<file path="src/rtl/fft8_pkg.sv">
// Package with the constants, types and fixed-point helpers of the 8-point FFT unit.
`default_nettype none

package fft8_pkg;

  localparam int unsigned FRACTION_BITS = 8;
  localparam int unsigned SAMPLE_W      = 8;
  localparam int unsigned BIN_W         = 3;
  localparam int unsigned NUM_BINS      = 8;
  localparam int unsigned PART_W        = 20;
  localparam int unsigned SUM_W         = 12;
  localparam int unsigned CONST_W       = 18;
  localparam int unsigned PROD_W        = SUM_W + CONST_W;
  localparam int unsigned ACC_W         = 40;
  localparam int unsigned ROUND_SH      = 16 - FRACTION_BITS;
  localparam int unsigned ROUND_HALF    = (ROUND_SH == 0) ? 0 : (1 << (ROUND_SH - 1));

  localparam logic signed [CONST_W-1:0] HALF_ROOT2_Q16 = 18'sd46341;

  typedef logic signed [SAMPLE_W-1:0] sample_t;
  typedef logic signed [SUM_W-1:0]    sum_t;
  typedef logic signed [PROD_W-1:0]   prod_t;
  typedef logic        [PART_W-1:0]   part_t;
  typedef logic        [BIN_W-1:0]    bin_t;

  // Rounds a Q.16 product to FRACTION_BITS fraction bits, halves towards plus infinity.
  function automatic prod_t round_prod(prod_t prod);
    prod_t biased;
    biased = prod + PROD_W'(ROUND_HALF);
    return biased >>> ROUND_SH;
  endfunction

  // Scales an integer term to FRACTION_BITS fraction bits, adds a rounded product and wraps.
  function automatic part_t fixed_part(sum_t d, prod_t r);
    logic signed [ACC_W-1:0] acc;
    acc = (ACC_W'(d) <<< FRACTION_BITS) + ACC_W'(r);
    return acc[PART_W-1:0];
  endfunction

endpackage

`default_nettype wire

</file>
<file path="src/rtl/fft_8_point_real_input_unit.sv">
// Top level of the 8-point real-input FFT unit: butterfly, multiply and output stages.
// The first bin of a request appears after the butterfly, multiply and bank registers.
// Bins leave one per cycle unless stalled; new requests can enter while the bank drains.
// The output rate of one bin per cycle over the eight-entry result bank sets the throughput.
// Reset is asynchronous and active low; it clears the valid bits and the bin counter.
`default_nettype none

module fft_8_point_real_input_unit (
  input  wire                      clk_i,
  input  wire                      rst_ni,
  input  wire                      in_valid_i,
  output logic                     in_stall_o,
  input  wire fft8_pkg::sample_t   sample_0_i,
  input  wire fft8_pkg::sample_t   sample_1_i,
  input  wire fft8_pkg::sample_t   sample_2_i,
  input  wire fft8_pkg::sample_t   sample_3_i,
  input  wire fft8_pkg::sample_t   sample_4_i,
  input  wire fft8_pkg::sample_t   sample_5_i,
  input  wire fft8_pkg::sample_t   sample_6_i,
  input  wire fft8_pkg::sample_t   sample_7_i,
  output logic                     out_valid_o,
  input  wire                      out_stall_i,
  output fft8_pkg::bin_t           bin_index_o,
  output logic signed [fft8_pkg::PART_W-1:0] real_part_o,
  output logic signed [fft8_pkg::PART_W-1:0] imag_part_o,
  output logic                     last_bin_o
);

  // Butterfly stage.
  logic                s1_vld_q;
  fft8_pkg::sum_t      s1_d0_q, s1_d4_q, s1_d1_q, s1_d2_q;
  fft8_pkg::sum_t      s1_e1_q, s1_e2_q, s1_p1_q, s1_q1_q;
  fft8_pkg::sum_t      s1_d0_d, s1_d4_d, s1_d1_d, s1_d2_d;
  fft8_pkg::sum_t      s1_e1_d, s1_e2_d, s1_p1_d, s1_q1_d;
  fft8_pkg::sum_t      x0, x1, x2, x3, x4, x5, x6, x7;

  // Multiply stage.
  logic                s2_vld_q;
  fft8_pkg::sum_t      s2_d0_q, s2_d4_q, s2_d1_q, s2_d2_q, s2_e1_q, s2_e2_q;
  fft8_pkg::prod_t     s2_pp_q, s2_pq_q;
  fft8_pkg::prod_t     s2_pp_d, s2_pq_d;

  // Result bank and output sequencer.
  logic                bank_vld_q;
  fft8_pkg::bin_t      cnt_q, cnt_d;
  fft8_pkg::part_t     bank_re_q [fft8_pkg::NUM_BINS];
  fft8_pkg::part_t     bank_im_q [fft8_pkg::NUM_BINS];
  fft8_pkg::part_t     bank_re_d [fft8_pkg::NUM_BINS];
  fft8_pkg::part_t     bank_im_d [fft8_pkg::NUM_BINS];
  fft8_pkg::prod_t     r_p, r_np, r_q, r_nq;

  logic                out_take, last_take, bank_free, bank_load, s2_ready, s1_ready, in_take;

  assign out_take  = bank_vld_q && !out_stall_i;
  assign last_take = out_take && (cnt_q == fft8_pkg::bin_t'(fft8_pkg::NUM_BINS - 1));
  assign bank_free = !bank_vld_q || last_take;
  assign bank_load = s2_vld_q && bank_free;
  assign s2_ready  = !s2_vld_q || bank_load;
  assign s1_ready  = !s1_vld_q || s2_ready;
  assign in_stall_o = !s1_ready;
  assign in_take   = in_valid_i && s1_ready;

  assign x0 = fft8_pkg::SUM_W'(sample_0_i);
  assign x1 = fft8_pkg::SUM_W'(sample_1_i);
  assign x2 = fft8_pkg::SUM_W'(sample_2_i);
  assign x3 = fft8_pkg::SUM_W'(sample_3_i);
  assign x4 = fft8_pkg::SUM_W'(sample_4_i);
  assign x5 = fft8_pkg::SUM_W'(sample_5_i);
  assign x6 = fft8_pkg::SUM_W'(sample_6_i);
  assign x7 = fft8_pkg::SUM_W'(sample_7_i);

  always_comb begin
    s1_d0_d = ((x0 + x4) + (x2 + x6)) + ((x1 + x5) + (x3 + x7));
    s1_d4_d = ((x0 + x4) + (x2 + x6)) - ((x1 + x5) + (x3 + x7));
    s1_d1_d = x0 - x4;
    s1_d2_d = (x0 + x4) - (x2 + x6);
    s1_e1_d = x6 - x2;
    s1_e2_d = (x3 + x7) - (x1 + x5);
    s1_p1_d = (x1 - x3) + (x7 - x5);
    s1_q1_d = (x5 - x1) + (x7 - x3);
  end

  always_ff @(posedge clk_i or negedge rst_ni) begin
    if (!rst_ni) begin
      s1_vld_q <= 1'b0;
    end else if (s1_ready) begin
      s1_vld_q <= in_valid_i;
    end
  end

  always_ff @(posedge clk_i) begin
    if (in_take) begin
      s1_d0_q <= s1_d0_d;
      s1_d4_q <= s1_d4_d;
      s1_d1_q <= s1_d1_d;
      s1_d2_q <= s1_d2_d;
      s1_e1_q <= s1_e1_d;
      s1_e2_q <= s1_e2_d;
      s1_p1_q <= s1_p1_d;
      s1_q1_q <= s1_q1_d;
    end
  end

  assign s2_pp_d = fft8_pkg::PROD_W'(s1_p1_q) * fft8_pkg::PROD_W'(fft8_pkg::HALF_ROOT2_Q16);
  assign s2_pq_d = fft8_pkg::PROD_W'(s1_q1_q) * fft8_pkg::PROD_W'(fft8_pkg::HALF_ROOT2_Q16);

  always_ff @(posedge clk_i or negedge rst_ni) begin
    if (!rst_ni) begin
      s2_vld_q <= 1'b0;
    end else if (s2_ready) begin
      s2_vld_q <= s1_vld_q;
    end
  end

  always_ff @(posedge clk_i) begin
    if (s2_ready && s1_vld_q) begin
      s2_d0_q <= s1_d0_q;
      s2_d4_q <= s1_d4_q;
      s2_d1_q <= s1_d1_q;
      s2_d2_q <= s1_d2_q;
      s2_e1_q <= s1_e1_q;
      s2_e2_q <= s1_e2_q;
      s2_pp_q <= s2_pp_d;
      s2_pq_q <= s2_pq_d;
    end
  end

  always_comb begin
    r_p  = fft8_pkg::round_prod(s2_pp_q);
    r_np = fft8_pkg::round_prod(-s2_pp_q);
    r_q  = fft8_pkg::round_prod(s2_pq_q);
    r_nq = fft8_pkg::round_prod(-s2_pq_q);

    bank_re_d[0] = fft8_pkg::fixed_part(s2_d0_q, '0);
    bank_im_d[0] = '0;
    bank_re_d[1] = fft8_pkg::fixed_part(s2_d1_q, r_p);
    bank_im_d[1] = fft8_pkg::fixed_part(s2_e1_q, r_q);
    bank_re_d[2] = fft8_pkg::fixed_part(s2_d2_q, '0);
    bank_im_d[2] = fft8_pkg::fixed_part(s2_e2_q, '0);
    bank_re_d[3] = fft8_pkg::fixed_part(s2_d1_q, r_np);
    bank_im_d[3] = fft8_pkg::fixed_part(-s2_e1_q, r_q);
    bank_re_d[4] = fft8_pkg::fixed_part(s2_d4_q, '0);
    bank_im_d[4] = '0;
    bank_re_d[5] = fft8_pkg::fixed_part(s2_d1_q, r_np);
    bank_im_d[5] = fft8_pkg::fixed_part(s2_e1_q, r_nq);
    bank_re_d[6] = fft8_pkg::fixed_part(s2_d2_q, '0);
    bank_im_d[6] = fft8_pkg::fixed_part(-s2_e2_q, '0);
    bank_re_d[7] = fft8_pkg::fixed_part(s2_d1_q, r_p);
    bank_im_d[7] = fft8_pkg::fixed_part(-s2_e1_q, r_nq);
  end

  always_comb begin
    cnt_d = cnt_q;
    if (out_take) begin
      cnt_d = cnt_q + fft8_pkg::bin_t'(1);
    end
  end

  always_ff @(posedge clk_i or negedge rst_ni) begin
    if (!rst_ni) begin
      bank_vld_q <= 1'b0;
      cnt_q      <= '0;
    end else begin
      cnt_q <= cnt_d;
      if (bank_free) begin
        bank_vld_q <= s2_vld_q;
      end
    end
  end

  always_ff @(posedge clk_i) begin
    if (bank_load) begin
      bank_re_q <= bank_re_d;
      bank_im_q <= bank_im_d;
    end
  end

  assign out_valid_o = bank_vld_q;
  assign bin_index_o = cnt_q;
  assign real_part_o = bank_re_q[cnt_q];
  assign imag_part_o = bank_im_q[cnt_q];
  assign last_bin_o  = (cnt_q == fft8_pkg::bin_t'(fft8_pkg::NUM_BINS - 1));

endmodule

`default_nettype wire
</file>
<file path="config.mk">
export PLATFORM = sky130hd
export DESIGN_NAME = fft_8_point_real_input_unit
export DESIGN_NICKNAME = d
export VERILOG_FILES = /design/src/rtl/fft8_pkg.sv /design/src/rtl/fft_8_point_real_input_unit.sv
export SDC_FILE = /design/constraint.sdc
export NUM_CORES = 1
export LEC_CHECK = 0
export CAP_MARGIN = 25
export CORE_ASPECT_RATIO = 0.9
export CORE_MARGIN = 3
export CORE_UTILIZATION = 40
export CTS_CLUSTER_DIAMETER = 150
export DETAILED_ROUTE_END_ITERATION = 12
export DONT_BUFFER_PORTS = 1
export GPL_ROUTABILITY_DRIVEN = 0
export SYNTH_ARGS = -nofsm -noshare
export SYNTH_HDL_FRONTEND = slang
export SYNTH_SLANG_ARGS = --single-unit
</file>
<file path="constraint.sdc">
create_clock -name clk_i -period 11.8 [get_ports clk_i]
set_input_delay 0.59 -clock clk_i [delete_from_list [all_inputs] [get_ports clk_i]]
set_output_delay 0.59 -clock clk_i [all_outputs]
set_load 0.01 [all_outputs]
</file>
After elaboration in Yosys (flattened, before gate mapping)
Index checks and enable logic that the tools add are counted.
{"block": "classes", "addsub": 33, "n_mul": 2, "div": 0, "n_lt_le_gt_ge": 1, "eq_ne": 1, "n_shift": 0, "mux": 6, "n_bitwise": 1, "n_reduce_logical": 13}
{"cell": "20-bit adder", "n": 6}
{"cell": "20-bit binary-select mux with 3-bit select", "n": 2}
{"cell": "28-bit by 8-bit adder with 28-bit output, second input constant", "n": 4}
{"cell": "20-bit two-way mux", "n": 4}
{"cell": "27-bit negation with 28-bit output", "n": 2}
{"cell": "10-bit by 17-bit multiplier with 27-bit output, second input constant", "n": 2}
{"cell": "8-bit by 8-bit subtractor with 9-bit output", "n": 6}
{"cell": "9-bit by 9-bit adder with 10-bit output", "n": 4}
{"cell": "8-bit by 8-bit adder with 9-bit output", "n": 4}
{"cell": "12-bit negation", "n": 2}
{"cell": "9-bit by 9-bit subtractor with 10-bit output", "n": 2}
{"cell": "12-bit adder", "n": 1}
{"cell": "12-bit subtractor", "n": 1}
{"cell": "1-bit logical AND", "n": 5}
{"cell": "1-bit zero test", "n": 5}
{"cell": "4-bit greater-or-equal comparator, second input constant", "n": 1}
{"cell": "3-bit inverter with 4-bit output", "n": 1}
{"cell": "3-bit by 1-bit adder with 3-bit output, second input constant", "n": 1}
{"cell": "3-bit == test, second input constant", "n": 1}
{"cell": "1-bit logical OR", "n": 3}
{"block": "word_totals", "regBits": 404, "latch_bits": 0, "mem_bits_rw": 0, "romBits": 0, "inputBits": 68, "output_inout_bits": 46, "wordCells": 88, "n_memories": 0}

Longest topological paths before layout
Gate-level depths: netlist of run 1.
{"block": "depth", "depth_word": 8, "depth_mapped": 20, "mapped_depth_nobuf": 19}

Least setup slack after synthesis of run 1
OpenSTA, ideal clock, no wires.
{"block": "synth_path", "path_kind": "reg2reg", "startpoint": "register cnt_q[1] (netlist: bin_index_o[1])", "endpoint": "register bank_im_q[109] in the netlist's numbering (enable)", "setup_time_ns": 0.691, "t_arrival_ns": 7.789, "t_required_ns": 11.109, "path_slack_ns": 3.319, "path_stages_with_launch": 5, "path_buffers": 0, "synth_period_minus_slack_ns": 8.481, "path_cell_list": "dfrtp_1 -> ha_1 -> ha_1 -> a21boi_0 -> nor2b_1"}
{"block": "synth_between", "elab_chain_cells": 4}
{"element": "start: declaration", "line": "fft_8_point_real_input_unit.sv:45", "source": "fft8_pkg::bin_t cnt_q, cnt_d;"}
{"element": "start signal: assignment", "line": "fft_8_point_real_input_unit.sv:164", "source": "cnt_q <= cnt_d;"}
{"element": "3-bit == test"}
{"element": "via last_bin_o", "line": "fft_8_point_real_input_unit.sv:26", "source": "output logic last_bin_o"}
{"element": "1-bit logical AND", "line": "fft_8_point_real_input_unit.sv:55", "source": "assign last_take = out_take && (cnt_q == fft8_pkg::bin_t'(fft8_pkg::NUM_BINS - 1));"}
{"element": "1-bit logical OR", "line": "fft_8_point_real_input_unit.sv:56", "source": "assign bank_free = !bank_vld_q || last_take;"}
{"element": "1-bit logical AND", "line": "fft_8_point_real_input_unit.sv:57", "source": "assign bank_load = s2_vld_q && bank_free;"}
{"element": "via bank_load", "line": "fft_8_point_real_input_unit.sv:52", "source": "logic out_take, last_take, bank_free, bank_load, s2_ready, s1_ready, in_take;"}
{"element": "end signal: assignment", "line": "fft_8_point_real_input_unit.sv:174", "source": "bank_im_q <= bank_im_d;"}
{"element": "end: declaration", "line": "fft_8_point_real_input_unit.sv:47", "source": "fft8_pkg::part_t bank_im_q [fft8_pkg::NUM_BINS];"}
The timed path passes the listed nets, and every way through them passes these cells.
A chain may end at the register's enable or synchronous reset.

Worst setup path after layout of run 1
{"block": "layout_path", "startpoint": "register s1_p1_q[9] (netlist name)", "endpoint": "register s2_pp_q[23], data pin"}
{"block": "layout_between", "elab_chain_cells": 1}
{"element": "10-bit by 17-bit multiplier with 27-bit output", "line": "fft_8_point_real_input_unit.sv:104", "source": "assign s2_pp_d = fft8_pkg::PROD_W'(s1_p1_q) * fft8_pkg::PROD_W'(fft8_pkg::HALF_ROOT2_Q16);"}
{"element": "via s2_pp_d[23]", "line": "fft_8_point_real_input_unit.sv:41", "source": "fft8_pkg::prod_t s2_pp_d, s2_pq_d;"}
{"element": "end signal: assignment", "line": "fft_8_point_real_input_unit.sv:123", "source": "s2_pp_q <= s2_pp_d;"}
{"element": "end: declaration", "line": "fft_8_point_real_input_unit.sv:40", "source": "fft8_pkg::prod_t s2_pp_q, s2_pq_q;"}
The timed path passes the listed nets, and every way through them passes these cells.

==> impl_metrics.csv, run 1 <==
group,metric,value,unit
run_status,status,"completed",
cells_and_area,drive_gt1_share,6.45,%
yosys,synth-compound-area-share,9.37,%
global_route,busiest_layer,"met2",
yosys,syn_nets,2881,
yosys,ys_async_sr_fraction,1.68,%
floorplanning,coreArea,0.0661,mm2
global_route,grtUsageTotal,17.7,%
yosys,netlist_instances,2351,
yosys,synth_seq_cells,358,
floorplanning,ios,114,
setup_path,crit_type,"flop to flop",
yosys,yosysWarnings,0,
timing,rsz0062_at_grt,"false",
floorplanning,die_area,0.0707,mm2
yosys,yosys.area_share.simple,8.79,%
cts,htree_levels,2,
global_route,grt_first_pass_wirelength,97900,um
cells_and_area,fin_util,44.4,%
cells_and_area,multi_input_area,0.0151,mm2
pwr,p_sw_share,42.6,%
yosys,synthTopCellsByCount,"edfxtp_1 (352), ha_1 (350), inv_1 (284)",
drt,routed_wl,61900,um
pwr,power,8.64,mW
timing,final_hold_viol_count,0,
yosys,synth_top_area_cell,"edfxtp_1",
pwr,pwr-share-seq,25.8,%
pwr,internal_power,4.96,mW
yosys,synth_top_family_by_area,"adder cells",
pwr,power.density,294,mW/mm2
timing,report.final.slew_viol_count,0,
drt,ant_nets,0,
yosys,synth_edf_count,352,
cells_and_area,area_growth,8.70,%
setup_path,worstPathArrival,5.39,ns
yosys,synth_ff_type,"edfxtp_1",
cts,clock_latency,0.56,ns
global_route,grt_overflow_total,0,
flow_run,cap_violations,0,
timing,min_period_over_period,43.0,%
cts,postCtsResizedCells,0,
global_route,grt_max_degree,72,
placement,dp_hpwl,50300,um
yosys,syn_avg_cell_area,11.5,um2
floorplanning,die_w,280,um
yosys,yosysTopAreaCellShare,39.1,%
timing,period_minus_slack,5.07,ns
min_path,hold_path.class,"primary input to flop",
setup_path,worst-path-max-fanout,8,
yosys,synth-xor-area-share,9.15,%
drt,vias,17100,
yosys,syn_area,0.0270,mm2
cells_and_area,seq_area,0.0107,mm2
cts,clkTransAtPathRegs,0.06,ns
yosys,yosysUniqueCellTypes,73,
global_route,grt_pass1_vias,17500,
setup_path,cp.required,12.12,ns
cts,clockBufferDepth,3,
drt,dr.first_iter.drc_count,931,
timing,fin_tns_setup,0,ns
global_route,grt.met2_usage,27.1,%
setup_path,end_kind,"flop",
drt,drc,0,
timing,timing.hold.ws,0.137,ns
floorplanning,placement_rows,89,
cts,cts_tree,"yes",
yosys,synthTopCellsByArea,"edfxtp_1 (39%), ha_1 (16%), fa_1 (8.3%)",
drt,post_drt_wl_per_cell,19.0,um
timing,clock-skew-final,0.0165,ns
setup_path,start_kind,"flop",
yosys,yosysSeqAreaShare,39.7,%
drt,drt_first_pass_iters,5,
placement,portBuffers,0,
pwr,ir_worst_vdd,194,uV
placement,dp_slack,6.69,ns
drt,vias_per_cell,5.26,
cts,clock-sinks,358,
cts,cts_buffers,40,
timing,setup_slack,6.73,ns
yosys,muxShareOfSynthArea,3.88,%
yosys,synth_most_common_cell,"edfxtp_1",
global_route,use_met1,25.3,%
timing,worst_pin_slew,0.977,ns
floorplanning,start_util,40.8,%
timing,slew_headroom,34.7,%
timing,max_freq,197,MHz
cells_and_area,num-nets-final,2889,
timing,setup_viol_count_final,0,
global_route,grt_use_met3,4.75,%
floorplanning,fp.dieH,252,um
cells_and_area,nFillCells,6136,
cts,cts-root-buf,"clkbuf_16",
pwr,clockPowerShare,14.8,%
global_route,grt_antenna_before_repair,1,
pwr,switching_power,3.68,mW
pwr,p_comb_share,59.4,%
pwr,leakage,12.1,nW
yosys,synthAdderAreaFrac,24.5,%
-- final timing paths --
| path | start | end | slack (ns) | cells past startpoint |
|---|---|---|---|---|
| worst min register to register | s1_e1_q[5]$_DFFE_PP_ | s2_e1_q[5]$_DFFE_PP_ | 0.41 | 0 |
| max in group asynchronous | rst_ni | bin_index_o[0]$_DFFE_PN0P_ | 11.21 | 1 |
| min in group asynchronous | rst_ni | out_valid_o$_DFFE_PN0P_ | 0.34 | 1 |
| worst min-delay path | in_valid_i | s1_vld_q$_DFFE_PN0N_ | 0.14 | 1 |
| worst max-delay path | s1_p1_q[9]$_DFFE_PP_ | s2_pp_q[23]$_DFFE_PP_ | 6.73 | 15 |
| worst max register to register | s1_p1_q[9]$_DFFE_PP_ | s2_pp_q[23]$_DFFE_PP_ | 6.73 | 15 |
-- cell type report --
cell class	count	area share [%]
Multi-Input combinational cell	1666	51.3
Sequential cell	358	36.5
Tap cell	864	3.68
Inverter	284	3.63
Clock buffer	45	3.55
Clock inverter	26	1.06
Timing Repair Buffer	9	0.239
Antenna cell	2	0.0171
-- state kept, by name, indices dropped and copies added, names as in the netlist, 10 cells and up --
name,count
s1_d4_q,11
bank_re_q,73
s1_e2_q,10
s1_p1_q,10
s1_d0_q,12
s2_d4_q,11
s2_pp_q,27
s1_q1_q,10
s1_d2_q,10
s2_e2_q,10
bank_im_q,83
s2_d0_q,12
s2_pq_q,27
s2_d2_q,10
-- cell families after synthesis --
| family | after synthesis |
|---|---|
| AND/OR/NAND/NOR | 465 |
| adder cells (fa/ha/maj) | 462 |
| AO/OA/AOI/OAI | 393 |
| flip-flops | 358 |
| buffers and inverters | 327 |
| XOR/XNOR | 282 |
| multiplexers | 64 |
-- worst max-delay path, stage by stage, from the launching register on --
cell and delay [ns]:
edfxtp_1 0.53, ha_1 0.43, inv_1 0.08, fa_1 0.54, inv_1 0.06, fa_1 0.51
fa_1 0.52, fa_1 0.49, ha_1 0.38, a21o_1 0.20, a221o_1 0.34, nor3_1 0.14
nor2_1 0.08, a22oi_1 0.23, nor2b_1 0.21, xnor2_1 0.08
-- what timing repair did --
item                                   4_1_cts  5_1_grt
endpoints found under the hold margin        6        0
buffers inserted                             0        0
hold buffers                                 1        0
-- stage by stage --
stage | std cells | area, um2
after floorplan | 2351 | 27000
after global placement | 3179 | 28000
after detailed placement | 3179 | 28000
after CTS | 3251 | 29300
after global routing | 3252 | 29300
final | 3254 | 29400
-- power groups by stage --
stage                     Sequential [mW]  Clock, mW  Combinational [mW]
after floorplan                      2.14          0                3.97
after global placement               2.24          0                5.00
after detailed placement             2.26          0                5.10
after CTS                            2.23       1.32                5.14
after global routing                 2.26       1.37                5.76
final                                2.23       1.28                5.13
-- placed cells by master (no fill, tap or decap), drive strengths merged, types with 5 or more instances in the layout --
cell and n:
a2111oi 6, a211oi 13, a21boi 12, a21o 43, a21oi 125, a31o 5, a31oi 18, and2 10
and3 25, and4 5, buf 8, bufinv 6, clkbuf 45, clkinv 16, dfrtp 6, edfxtp 352
fa 112, ha 350, inv 287, mux2 15, mux2i 18, mux4 31, nand2 102, nand2b 24
nand3 37, nand4 6, nor2 107, nor2b 38, nor3 47, nor4 23, o211ai 7, o21a 13
o21ai 70, o21bai 31, o31ai 9, or2 13, or3 9, or4 10, xnor2 196, xor2 86
-- layer usage --
metal | share of wire (%) | up-vias
met5 | 0 | -
li1 | - | 8350
met1 | 48 | 8352
met4 | 1.8 | 0
met3 | 6.9 | 65
met2 | 43 | 351
Note: power is estimated with default switching activity, not from simulation.
==> run 2, diff against run 1 <==
==> constraint.sdc (replaced) <==
create_clock -name clk_i -period 5.25 [get_ports clk_i]
set_input_delay 0.2625 -clock clk_i [delete_from_list [all_inputs] [get_ports clk_i]]
set_output_delay 0.2625 -clock clk_i [all_outputs]
set_load 0.01 [all_outputs]
==> impl_metrics.csv, run 2 (synthesized netlist as in run 1, its figures left out) <==
group,metric,value,unit
cells_and_area,final_common_cell,"edfxtp_1",
timing,fin_tns_setup,0,ns
cts,cts_buffers,42,
timing,period_minus_slack,4.98,ns
cells_and_area,area_growth,9.11,%
cells_and_area,seq_area,0.0107,mm2
cells_and_area,multi_input_area,0.0151,mm2
drt,ant_nets,0,
timing,worst_pin_slew,0.883,ns
cells_and_area,largest_reg_flops,83,
cts,hold_buffers,6,
placement,dp_hpwl,49900,um
setup_path,worst-path-max-fanout,5,
setup_path,end_kind,"flop",
cts,cts_setup_buffers,0,
floorplanning,ios,114,
placement,portBuffers,0,
run_status,status,"completed",
drt,vias,17100,
floorplanning,start_util,40.8,%
global_route,grtUsageTotal,17.6,%
drt,post_drt_wl_per_cell,18.9,um
cells_and_area,nFillCells,6060,
cts,postCtsResizedCells,0,
setup_path,crit_type,"flop to flop",
setup_path,worstPathArrival,5.28,ns
floorplanning,die_area,0.0707,mm2
cells_and_area,fin_util,44.5,%
cts,clock-sinks,358,
pwr,pwr-share-seq,25.4,%
timing,final_hold_viol_count,0,
timing,min_period_over_period,94.8,%
cells_and_area,layout_common_cells,"edfxtp_1 (352), ha_1 (350), inv_1 (284), xnor2_1 (196), a21oi_1 (125)",
drt,drt_first_pass_iters,5,
timing,setup_viol_count_final,0,
pwr,clockPowerShare,14.9,%
cts,clockBufferDepth,3,
timing,slew_headroom,40.9,%
global_route,grt_pass1_vias,17600,
timing,setup_slack,0.271,ns
cells_and_area,num-nets-final,2900,
timing,clock-skew-final,0.0139,ns
global_route,grt_first_pass_wirelength,97500,um
pwr,switching_power,8.21,mW
cells_and_area,top_register,"bank_im_q",
cts,cts_tree,"yes",
floorplanning,die_w,280,um
flow_run,cap_violations,0,
timing,report.final.slew_viol_count,0,
floorplanning,coreArea,0.0661,mm2
timing,max_freq,201,MHz
setup_path,cp.required,5.55,ns
drt,dr.first_iter.drc_count,1123,
placement,dp_slack,0.284,ns
timing,rsz0062_at_grt,"false",
floorplanning,placement_rows,89,
cts,cts-root-buf,"clkbuf_16",
cells_and_area,reg_top3,"bank_im_q: 83 flops, bank_re_q: 73 flops",
drt,routed_wl,61800,um
drt,drc,0,
pwr,leakage,12.1,nW
min_path,hold_path.class,"primary input to flop",
cells_and_area,drive_gt1_share,6.66,%
global_route,grt_antenna_before_repair,2,
cts,htree_levels,2,
global_route,grt_max_degree,157,
pwr,ir_worst_vdd,471,uV
pwr,internal_power,11.1,mW
global_route,grt_overflow_total,0,
floorplanning,fp.dieH,252,um
cts,clkTransAtPathRegs,0.06,ns
pwr,p_sw_share,42.4,%
pwr,p_comb_share,59.7,%
pwr,power.density,656,mW/mm2
cts,clock_latency,0.57,ns
setup_path,start_kind,"flop",
drt,vias_per_cell,5.22,
## run 2: cell types whose count changed in the layout (fill, tap and decap cells not counted)
| cell | before | now |
|---|---|---|
| clkinv_2 | 11 | 9 |
| clkinvlp_4 | 1 | 5 |
| clkbuf_16 | 41 | 43 |
| clkinv_1 | 5 | 4 |
| dlygate4sd3_1 | 1 | 6 |
| diode_2 | 2 | 4 |
| bufinv_16 | 6 | 4 |
| clkinv_8 | 0 | 2 |
| buf_12 | 0 | 1 |
| clkbuf_1 | 4 | 8 |
| inv_16 | 2 | 0 |
| buf_4 | 8 | 11 |
## run 2: cell type report
cell class	instances	area share [%]
multi-input combinational	1666	51.1
sequential	358	36.4
clock buffer	51	3.75
tap	864	3.67
inverter	284	3.62
clock inverter	25	0.879
timing repair buffer	18	0.552
antenna	4	0.0340
## run 2: critical path, cell delays in order, from the launching register on
cell and delay, ns:
edfxtp_1 0.47, ha_1 0.41, inv_1 0.09, fa_1 0.54
inv_1 0.06, fa_1 0.50, fa_1 0.52, fa_1 0.49
ha_1 0.37, a21o_1 0.20, a221o_1 0.34, nor3_1 0.18
nor2_1 0.10, a22oi_1 0.21, nor2b_1 0.18, xnor2_1 0.08
## run 2: through the flow
stage / cells / total power [mW] / hold slack [ns] / instance area (um2)
floorplan: 2351 / 13.7 / -0.0331 / 27000
global placement: 3183 / 16.2 / -0.0329 / 28000
detailed placement: 3183 / 16.5 / -0.0329 / 28000
CTS: 3265 / 19.5 / 0.0114 / 29400
global route: 3266 / 21.1 / 0.0375 / 29500
finish: 3270 / 19.3 / 0.0461 / 29500
## run 2: power by group through the flow
stage / combinational (mW) / clock (mW) / sequential, mW
6_report: 11.6 / 2.88 / 4.91
5_1_grt: 13.0 / 3.08 / 4.98
4_1_cts: 11.6 / 2.96 / 4.92
3_5_place_dp: 11.5 / 0 / 4.98
3_3_place_gp: 11.3 / 0 / 4.96
2_1_floorplan: 8.93 / 0 / 4.78
## run 2: layer usage
| metal | GRT usage [%] | wire, um |
|---|---|---|
| met3 | 5.32 | 5100 |
| met1 | 24.6 | 28800 |
| met4 | 4.55 | 1480 |
| met2 | 26.8 | 26400 |
| met5 | 0 | 0 |
## run 2: final timing paths
check	end	start	slack, ns	cells after the start
worst max-delay path	s2_pp_q[23]$_DFFE_PP_	s1_p1_q[8]$_DFFE_PP_	0.27	15
worst min-delay path	s1_e1_q[1]$_DFFE_PP_	sample_2_i[1]	0.05	2
worst max register to register	s2_pp_q[23]$_DFFE_PP_	s1_p1_q[8]$_DFFE_PP_	0.27	15
worst min register to register	s2_d1_q[5]$_DFFE_PP_	s1_d1_q[5]$_DFFE_PP_	0.41	0
max in group asynchronous	bin_index_o[1]$_DFFE_PN0P_	rst_ni	4.45	2
min in group asynchronous	s1_vld_q$_DFFE_PN0N_	rst_ni	0.56	2
